[config.mk]
export PLATFORM = sky130hd
export DESIGN_NAME = priority_queue_with_wait_time_top
export DESIGN_NICKNAME = d
export VERILOG_FILES = /design/src/rtl/pqwt_pkg.sv /design/src/rtl/priority_queue_with_wait_time_top.sv /design/src/rtl/pqwt_ctrl.sv /design/src/rtl/pqwt_dp.sv
export SDC_FILE = /design/constraint.sdc
export NUM_CORES = 1
export LEC_CHECK = 0
export BUFFER_PORTS_ARGS = -buffer_cell sky130_fd_sc_hd__buf_2
export CAP_MARGIN = 20
export CORE_MARGIN = 1.5
export CORE_UTILIZATION = 30
export CTS_BUF_LIST = sky130_fd_sc_hd__clkbuf_16
export DETAILED_ROUTE_END_ITERATION = 10
export SLEW_MARGIN = 20
export SYNTH_ARGS = -nofsm -noshare
export SYNTH_HDL_FRONTEND = slang
export SYNTH_SLANG_ARGS = --single-unit
[constraint.sdc]
create_clock -name clk -period 18.2 [get_ports clk]
set_clock_uncertainty 0.2 [all_clocks]
set_input_delay 2.73 -clock clk [delete_from_list [all_inputs] [get_ports clk]]
set_output_delay 2.73 -clock clk [all_outputs]
set_load 0.005 [all_outputs]
[src/rtl/pqwt_pkg.sv]
// Package for the priority queue with wait time block.
// Holds sizes, operation codes and the controller/datapath interface structs.
`default_nettype none
package pqwt_pkg;

  localparam int QUEUE_DEPTH = 16;
  localparam int TIME_BITS   = 16;
  localparam int PRIO_BITS   = 8;
  localparam int WAIT_W      = 20;
  localparam int OCC_W       = $clog2(QUEUE_DEPTH + 1);
  localparam int IDX_W       = $clog2(QUEUE_DEPTH);

  localparam logic [WAIT_W-1:0] WAIT_MAX = {WAIT_W{1'b1}};

  localparam logic [1:0] OP_PUSH = 2'd0;
  localparam logic [1:0] OP_POP  = 2'd1;
  localparam logic [1:0] OP_PEEK = 2'd2;

  typedef struct packed {
    logic accept;
    logic step;
    logic finish;
  } cmd_t;

  typedef struct packed {
    logic push_ok;
    logic scan_done;
  } status_t;

endpackage
`default_nettype wire

[src/rtl/priority_queue_with_wait_time_top.sv]
// Top level of the priority queue with wait time block.
// Instantiates pqwt_ctrl and pqwt_dp; uses pqwt_pkg.
//
// A command transfer happens when start is high and busy is low. For pop,
// peek, unknown codes and pushes refused on a full queue, the result strobes
// on out_valid in the next cycle and busy stays low. An accepted push scans
// the queue one slot per cycle through a single slot read port up to its
// insert position (0 to occupancy); busy is high during the scan, up to and
// including the slot insert, and the result strobes in the cycle after the
// slot insert, when the next transfer can already be taken. The receiver
// cannot stall: each result is shown for exactly one cycle.
`default_nettype none
module priority_queue_with_wait_time_top (
  input  wire logic                           clk,
  input  wire logic                           rst_n,
  input  wire logic                           start,
  output logic                                busy,
  input  wire logic [1:0]                     in_operation,
  input  wire logic [pqwt_pkg::TIME_BITS-1:0] in_service_time,
  input  wire logic [pqwt_pkg::PRIO_BITS-1:0] in_priority_req,
  output logic                                out_valid,
  output logic [pqwt_pkg::WAIT_W-1:0]         out_wait_time,
  output logic [pqwt_pkg::TIME_BITS-1:0]      out_head_time,
  output logic                                out_is_empty,
  output logic                                out_is_full,
  output logic                                out_dropped
);

  pqwt_pkg::cmd_t    cmd;
  pqwt_pkg::status_t status;

  pqwt_ctrl u_ctrl (
    .clk    (clk),
    .rst_n  (rst_n),
    .start  (start),
    .status (status),
    .cmd    (cmd),
    .busy   (busy)
  );

  pqwt_dp u_dp (
    .clk             (clk),
    .rst_n           (rst_n),
    .cmd             (cmd),
    .status          (status),
    .in_operation    (in_operation),
    .in_service_time (in_service_time),
    .in_priority_req (in_priority_req),
    .out_valid       (out_valid),
    .out_wait_time   (out_wait_time),
    .out_head_time   (out_head_time),
    .out_is_empty    (out_is_empty),
    .out_is_full     (out_is_full),
    .out_dropped     (out_dropped)
  );

endmodule
`default_nettype wire

[src/rtl/pqwt_ctrl.sv]
// Controller: sequences the push scan over the queue slots.
// Depends on pqwt_pkg; drives the datapath through cmd_t, reads status_t.
`default_nettype none
module pqwt_ctrl (
  input  wire logic            clk,
  input  wire logic            rst_n,
  input  wire logic            start,
  input  wire pqwt_pkg::status_t status,
  output pqwt_pkg::cmd_t       cmd,
  output logic                 busy
);

  localparam logic ST_IDLE = 1'b0;
  localparam logic ST_SCAN = 1'b1;

  logic state_r, state_nxt;

  always_comb begin
    state_nxt  = state_r;
    cmd.accept = 1'b0;
    cmd.step   = 1'b0;
    cmd.finish = 1'b0;
    unique case (state_r)
      ST_IDLE: begin
        if (start) begin
          cmd.accept = 1'b1;
          if (status.push_ok) state_nxt = ST_SCAN;
        end
      end
      ST_SCAN: begin
        if (status.scan_done) begin
          cmd.finish = 1'b1;
          state_nxt  = ST_IDLE;
        end else begin
          cmd.step = 1'b1;
        end
      end
      default: state_nxt = ST_IDLE;
    endcase
  end

  always_ff @(posedge clk) begin
    if (!rst_n) begin
      state_r <= ST_IDLE;
    end else begin
      state_r <= state_nxt;
    end
  end

  assign busy = (state_r == ST_SCAN);

endmodule
`default_nettype wire

[src/rtl/pqwt_dp.sv]
// Datapath: slot registers, occupancy, scan index, wait accumulator, result register.
// Depends on pqwt_pkg; commanded by pqwt_ctrl.
`default_nettype none
module pqwt_dp (
  input  wire logic                           clk,
  input  wire logic                           rst_n,
  input  wire pqwt_pkg::cmd_t                 cmd,
  output pqwt_pkg::status_t                   status,
  input  wire logic [1:0]                     in_operation,
  input  wire logic [pqwt_pkg::TIME_BITS-1:0] in_service_time,
  input  wire logic [pqwt_pkg::PRIO_BITS-1:0] in_priority_req,
  output logic                                out_valid,
  output logic [pqwt_pkg::WAIT_W-1:0]         out_wait_time,
  output logic [pqwt_pkg::TIME_BITS-1:0]      out_head_time,
  output logic                                out_is_empty,
  output logic                                out_is_full,
  output logic                                out_dropped
);

  logic [pqwt_pkg::TIME_BITS-1:0] slot_time_r [pqwt_pkg::QUEUE_DEPTH];
  logic [pqwt_pkg::PRIO_BITS-1:0] slot_prio_r [pqwt_pkg::QUEUE_DEPTH];
  logic [pqwt_pkg::OCC_W-1:0]     occ_r;
  logic [pqwt_pkg::IDX_W-1:0]     idx_r;
  logic [pqwt_pkg::WAIT_W-1:0]    acc_r, acc_nxt;
  logic                           hb_r;
  logic [pqwt_pkg::TIME_BITS-1:0] t_r;
  logic [pqwt_pkg::PRIO_BITS-1:0] p_r;
  logic                           out_valid_r;
  logic [pqwt_pkg::WAIT_W-1:0]    out_wait_r;
  logic [pqwt_pkg::TIME_BITS-1:0] out_head_r;
  logic                           out_empty_r, out_full_r, out_drop_r;

  logic                           q_empty, q_full;
  logic [pqwt_pkg::TIME_BITS-1:0] cur_time;
  logic [pqwt_pkg::PRIO_BITS-1:0] cur_prio;
  logic [pqwt_pkg::WAIT_W:0]      sum_w;
  logic [pqwt_pkg::OCC_W-1:0]     occ_inc;

  assign q_empty  = (occ_r == '0);
  assign q_full   = (occ_r == pqwt_pkg::OCC_W'(pqwt_pkg::QUEUE_DEPTH));
  assign cur_time = slot_time_r[idx_r];
  assign cur_prio = slot_prio_r[idx_r];
  assign occ_inc  = occ_r + pqwt_pkg::OCC_W'(1);

  assign status.push_ok   = (in_operation == pqwt_pkg::OP_PUSH) && !q_full;
  assign status.scan_done = (pqwt_pkg::OCC_W'(idx_r) == occ_r) ||
                            ((idx_r != '0) && (hb_r || (p_r < cur_prio)));

  assign sum_w   = {1'b0, acc_r} + (pqwt_pkg::WAIT_W + 1)'(cur_time);
  assign acc_nxt = sum_w[pqwt_pkg::WAIT_W] ? pqwt_pkg::WAIT_MAX
                                           : sum_w[pqwt_pkg::WAIT_W-1:0];

  // control state
  always_ff @(posedge clk) begin
    if (!rst_n) begin
      occ_r       <= '0;
      out_valid_r <= 1'b0;
    end else begin
      out_valid_r <= (cmd.accept && !status.push_ok) || cmd.finish;
      if (cmd.accept) begin
        if (in_operation == pqwt_pkg::OP_POP && !q_empty) begin
          occ_r <= occ_r - pqwt_pkg::OCC_W'(1);
        end
      end else if (cmd.finish) begin
        occ_r <= occ_inc;
      end
    end
  end

  // scan, slots and result payload
  always_ff @(posedge clk) begin
    if (cmd.accept) begin
      t_r   <= in_service_time;
      p_r   <= in_priority_req;
      idx_r <= '0;
      acc_r <= '0;
      hb_r  <= 1'b0;
      out_wait_r <= '0;
      case (in_operation)
        pqwt_pkg::OP_PUSH: begin
          out_head_r  <= '0;
          out_empty_r <= q_empty;
          out_full_r  <= q_full;
          out_drop_r  <= q_full;
        end
        pqwt_pkg::OP_POP: begin
          out_drop_r <= q_empty;
          if (q_empty) begin
            out_head_r  <= '0;
            out_empty_r <= 1'b1;
            out_full_r  <= q_full;
          end else begin
            out_head_r  <= slot_time_r[0];
            out_empty_r <= (occ_r == pqwt_pkg::OCC_W'(1));
            out_full_r  <= 1'b0;
            for (int k = 0; k < pqwt_pkg::QUEUE_DEPTH - 1; k++) begin
              slot_time_r[k] <= slot_time_r[k+1];
              slot_prio_r[k] <= slot_prio_r[k+1];
            end
          end
        end
        pqwt_pkg::OP_PEEK: begin
          out_drop_r  <= q_empty;
          out_head_r  <= q_empty ? '0 : slot_time_r[0];
          out_empty_r <= q_empty;
          out_full_r  <= q_full;
        end
        default: begin
          out_head_r  <= '0;
          out_empty_r <= q_empty;
          out_full_r  <= q_full;
          out_drop_r  <= 1'b0;
        end
      endcase
    end else if (cmd.step) begin
      acc_r <= acc_nxt;
      idx_r <= idx_r + pqwt_pkg::IDX_W'(1);
      if (idx_r == '0) hb_r <= (p_r < cur_prio);
    end else if (cmd.finish) begin
      if (idx_r == '0) begin
        slot_time_r[0] <= t_r;
        slot_prio_r[0] <= p_r;
      end
      for (int k = 1; k < pqwt_pkg::QUEUE_DEPTH; k++) begin
        if (k > int'(idx_r)) begin
          slot_time_r[k] <= slot_time_r[k-1];
          slot_prio_r[k] <= slot_prio_r[k-1];
        end else if (k == int'(idx_r)) begin
          slot_time_r[k] <= t_r;
          slot_prio_r[k] <= p_r;
        end
      end
      out_wait_r  <= acc_r;
      out_head_r  <= '0;
      out_empty_r <= 1'b0;
      out_full_r  <= (occ_inc == pqwt_pkg::OCC_W'(pqwt_pkg::QUEUE_DEPTH));
      out_drop_r  <= 1'b0;
    end
  end

  assign out_valid     = out_valid_r;
  assign out_wait_time = out_wait_r;
  assign out_head_time = out_head_r;
  assign out_is_empty  = out_empty_r;
  assign out_is_full   = out_full_r;
  assign out_dropped   = out_drop_r;

endmodule
`default_nettype wire

Yosys cells after proc, flatten, opt, wreduce, memory -nomap -nowiden
Memory sizes are Yosys's and may differ from the RTL's. A register that Yosys moved wholly into a read port is not among the register bits. Cells that the tools add are included.

Output and inout bits: 41. Memory bits (writable): 384. Word-level logic and storage cells: 407. Memories: 2. Input port bits: 29. Register bits after elaboration: 95.

Mux-type cells: 267. Bitwise gates (word level): 62. Magnitude comparators: 16. Reductions and logical operators: 20. Equal/unequal tests: 23. Add/sub/neg operators: 4.

Memory list: u_dp.slot_time_r (depth 16, width 16, read ports 17, clocked after memory_dff 1, write ports 16, RTL line pqwt_dp.sv:20) `logic [pqwt_pkg::TIME_BITS-1:0] slot_time_r [pqwt_pkg::QUEUE_DEPTH];`; u_dp.slot_prio_r (depth 16, width 8, read ports 17, clocked after memory_dff 1, write ports 16, RTL line pqwt_dp.sv:21) `logic [pqwt_pkg::PRIO_BITS-1:0] slot_prio_r [pqwt_pkg::QUEUE_DEPTH];`.

Operators by type and width (number): 16-bit two-way mux (35); 8-bit two-way mux (30); 1-bit two-way mux (191); 1-bit bitwise OR (60); 4-bit equality test, first input constant (8); 4-bit greater-than comparator, first input constant (8); 20-bit by 16-bit adder with 21-bit output (1); 20-bit two-way mux (1); 3-bit by 4-bit equality test with 1-bit output, first input constant (4); 3-bit by 4-bit greater-than comparator with 1-bit output, first input constant (4); 4-bit two-way mux (4); 5-bit two-way mux (3); 5-bit equality test, second input constant (2); 2-bit by 4-bit equality test with 1-bit output, first input constant (2); 2-bit by 4-bit greater-than comparator with 1-bit output, first input constant (2); 8-bit < comparator (1); 2-bit AND reduction (4); 5-bit by 1-bit adder with 5-bit output, second input constant (1); 4-bit by 5-bit equality test with 1-bit output (1); 5-bit by 1-bit equality test with 1-bit output, second input constant (1); 5-bit zero test (1); 5-bit by 1-bit subtractor with 5-bit output, second input constant (1); 4-bit by 1-bit adder with 4-bit output, second input constant (1); 1-bit by 4-bit equality test with 1-bit output, first input constant (1); other kinds (16) (25).

Depth between registers and ports, before layout
Depth in word-level cells: 12. Depth in mapped cells: 18. Gate-level depth less buffers: 13.

By module
Synthesis repeated with hierarchy kept, for this count alone.

Cell total of the unflattened synthesis: 2263. Area total of the unflattened synthesis: 26689.3 µm².

Modules (own cells, without submodules): pqwt_dp (times used 1, area an instance 26631.8 µm², cells each 2257); pqwt_ctrl (times used 1, area an instance 57.6 µm², cells each 6).

Least setup slack after synthesis
No wires, ideal clock.

Kind: register to register. From: reg with a tool-made name. To: mem u_dp.slot_prio_r[1][0] (netlist bit) (enable). Path slack: 11.993 ns. Stages on the path, launching flop included: 17. Data arrival time: 5.569 ns. Data required time: 17.562 ns. Path through: dfxtp_1 -> buf_4 -> clkbuf_1 -> buf_1 -> mux4_2 -> mux4_2 -> inv_1 -> ha_1 -> a211oi_1 -> nor2_1 -> nor3_1 -> o21a_2 -> o311ai_4 -> inv_2 -> nand2_2 -> clkbuf_1 -> o21ai_0.

RTL lines (RTL line): to (decl) (pqwt_dp.sv:21).

==> impl_metrics.toml <==
[run_status]
run_status = "completed"

[clock_tree]
cts_tree = "yes"
post_cts_buffers = 0
cts_hold_buf = 0
clk_pin_slew_ns = 0.06
clock_latency_ns = 0.63
cts.sinks = 483
h-tree-depth = 2
post_cts_resized = 0
cts_buffer_depth = 3
cts_buffers = 55
clockRootBuffer = "clkbuf_16"

[timing]
fin_crit_ns = 7.426
whs_ns = 0.2490
finalCritPeriodShare_pct = 40.80
worst_pin_slew_ns = 1.080
worst_slack_ns = 10.77
setup_viol = 0
drv_slew = 0
slew_headroom_pct = 27.81
fin_tns_setup_ns = 0
hold_violations = 0
rsz0062_at_grt = "false"
fmax_mhz = 134.7

[final_layout]
drive_gt1_share_pct = 16.69
multi_input_area_um2 = 11770
diodes = 0
syn_to_final_growth_pct = 11.45
layout.area.seq_um2 = 13950
fillCellCount = 8797
final_area_um2 = 29670
nets = 2452

[yosys]
synth_edf_count = 427
synthMuxAreaShare_pct = 14.99
synthFlopType = "edfxtp_1"
syn_nets = 2494
synth.avg_cell_area_um2 = 10.95
synth_area_leaders = "edfxtp_1 48%, mux4_2 10%, nand2_1 7.0%"
synth_top_area_share_pct = 48.17
synth_cell_types = 71
synthAdderAreaFrac_pct = 1.626
synthArstFlopShare_pct = 0
synth_cells = 2431
yosys-top-cells-count = "495 x nand2_1, 427 x edfxtp_1, 183 x nor2_1"
synth_top_family_by_area = "multiplexers"
synth_warnings = 0
synth_xor_area_share_pct = 0.6580
ys_ff_latch = 483
yosys.area.top_type = "edfxtp_1"
synth_compound_area_share_pct = 12.28
synth.most_common_cell = "nand2_1"
synth_simple_gate_area_share_pct = 14.12
ys_seq_area_share_pct = 52.38
syn_area_um2 = 26620

[critical_path]
reg2reg_to = "u_dp.slot_time_r[3][11]"
crit_type = "flip-flop to flip-flop"
cp_data_required_time_ns = 18.09
arrival_ns = 7.32
start_kind = "flip-flop"
rr_worst_depth = 14
cp_max_fo = 75
end_kind = "flip-flop"
r2r_slack_ns = 10.77

[power_and_ir_drop]
vdd_drop_max_v = 0.00007141
p_total_mw = 2.870
p_int_mw = 2.066
power_density_nw_per_um2 = 96.74
p_seq_share_pct = 49.5
p_comb_share_pct = 14.5
switchingPower_mw = 0.8042
clkPwrFrac_pct = 36.1
swShare_pct = 28.02
power_leakage_nw = 10.52

[route]
wl_per_cell_um = 23.51
drcViolationCount = 0
firstDrtPassIters = 5
postRouteAntennaNets = 0
num_vias = 20237
wl_um = 84570
viasPerCell = 5.626
drt_iter0_drc = 2630

[hold_path]
min-delay-start = "u_dp.out_wait_time[0]"
hold_path_end = "u_dp.out_wait_time[0]"
hold_path_depth = 2
hold_class = "flip-flop to flip-flop"

[grt]
antenna_found_initial = 6
grt_pass1_vias = 19219
grt_max_degree = 91
grt_usage_pct = 18.45
grt_overflow = 0
grt_pass1_wl_um = 127200

[floorplanning]
core_um2 = 88100
die_w_um = 300.9
pin_count = 70
start_util_pct = 30.21
die_h_um = 300.9
rows = 109
dieArea_um2 = 90530

[placed_design]
gp_congestion = 0.9484
dpl.hpwl_um = 56160
place_ws_ns = 10.67
place_area_um2 = 28010
io_buffer_count = 69

[run]
drv_cap = 0
==> cells in the final DEF (no fill, tap or decap), types with 5 or more instances in the layout <==
cell type,n
nand2_1,493
edfxtp_1,427
nor2_1,178
a31oi_1,126
mux4_2,118
a21oi_1,114
nand3_1,98
mux2i_1,78
o21ai_0,74
buf_2,69
clkbuf_16,58
dfxtp_1,53
buf_4,49
a22oi_1,47
mux2_2,46
and3_1,45
inv_1,42
ha_1,33
o22ai_1,31
o21ai_1,30
a2bb2oi_1,24
o2bb2ai_1,23
xnor2_1,11
clkinv_2,10
nand2b_1,9
xor2_1,9
inv_2,8
nor3_1,7
nand4_1,6
and2_1,6
o21a_1,6
clkinv_1,6
nor2b_1,5
nand3_2,5
nor2_2,5
==> worst max-delay path by stage <==
stage | slack, ns | endpoint | cells past startpoint
after floorplan | 11.99 | u_dp.slot_prio_r[1][0] | 16
after detailed placement | 10.67 | u_dp.slot_prio_r[4][4] | 12
final | 10.77 | u_dp.slot_time_r[3][11] | 14
after CTS | 10.64 | u_dp.slot_time_r[4][1] | 12
after global placement | 10.77 | u_dp.slot_prio_r[4][2] | 14
after global routing | 10.47 | u_dp.slot_time_r[3][13] | 12
==> cell families (layout without fill, tap and decap cells) <==
logic type,after synthesis,count (layout)
AND/OR/NAND/NOR,887,887
flip-flops,483,483
multiplexers,245,245
adder cells (fa/ha/maj),34,34
buffers and inverters,245,246
AO/OA/AOI/OAI,517,517
XOR/XNOR,20,20
==> worst max-delay path: stages, from the launching register on <==
cell and delay (ns):
dfxtp_4 0.70, buf_4 0.82, mux4_2 0.46, mux4_2 0.47, inv_1 0.07, ha_1 0.15
nand4_1 0.11, or2_2 0.34, o21a_2 0.25, o311ai_4 0.23, buf_4 0.55, inv_2 0.49
nand2_4 0.39, buf_4 0.63, nand2_1 0.85
==> metrics by stage <==
stage | util [%] | std cells
2_1_floorplan | - | 2431
3_3_place_gp | 31.76 | 3495
3_5_place_dp | 31.79 | 3496
4_1_cts | 33.65 | 3596
5_1_grt | 33.67 | 3597
6_report | 33.67 | 3597
==> final cells by class <==
class	instances	share of cell area, %
flip-flops and latches	483	47.03
multi-input cells	1703	39.66
well taps	1165	4.913
clock buffers	58	4.892
repair buffers	120	2.547
clock inverters	42	0.6326
inverters	26	0.3290
==> state kept, by name (all words and copies together) (netlist names), named ones only <==
register,cells
u_dp.p_r,8
u_ctrl.busy,1
u_dp.slot_prio_r,128
u_dp.occ_r,5
u_dp.out_valid,1
u_dp.t_r,16
u_dp.out_dropped,1
u_dp.out_head_time,16
u_dp.hb_r,1
u_dp.slot_time_r,256
u_dp.acc_r,20
u_dp.out_is_empty,1
u_dp.out_is_full,1
u_dp.idx_r,4
u_dp.out_wait_time,20
==> routing by layer <==
| metal | global-route usage (%) | routed length (µm) | share of wire [%] |
|---|---|---|---|
| met4 | 6.126 | 2771 | 3.3 |
| met3 | 4.863 | 10040 | 12 |
| met2 | 26.91 | 35430 | 42 |
| met1 | 26.39 | 36260 | 43 |
| met5 | 0 | 69 | 0.082 |
==> power by group through the flow <==
| stage | clock network (mW) | logic (mW) | registers, mW |
|---|---|---|---|
| final | 1.04 | 0.415 | 1.42 |
| after floorplan | 0 | 0.304 | 1.39 |
| after detailed placement | 0 | 0.413 | 1.44 |
| after CTS | 1.05 | 0.414 | 1.41 |
| after global placement | 0 | 0.401 | 1.44 |
| after global routing | 1.09 | 0.454 | 1.43 |
Power figures use the tool's default switching activity.
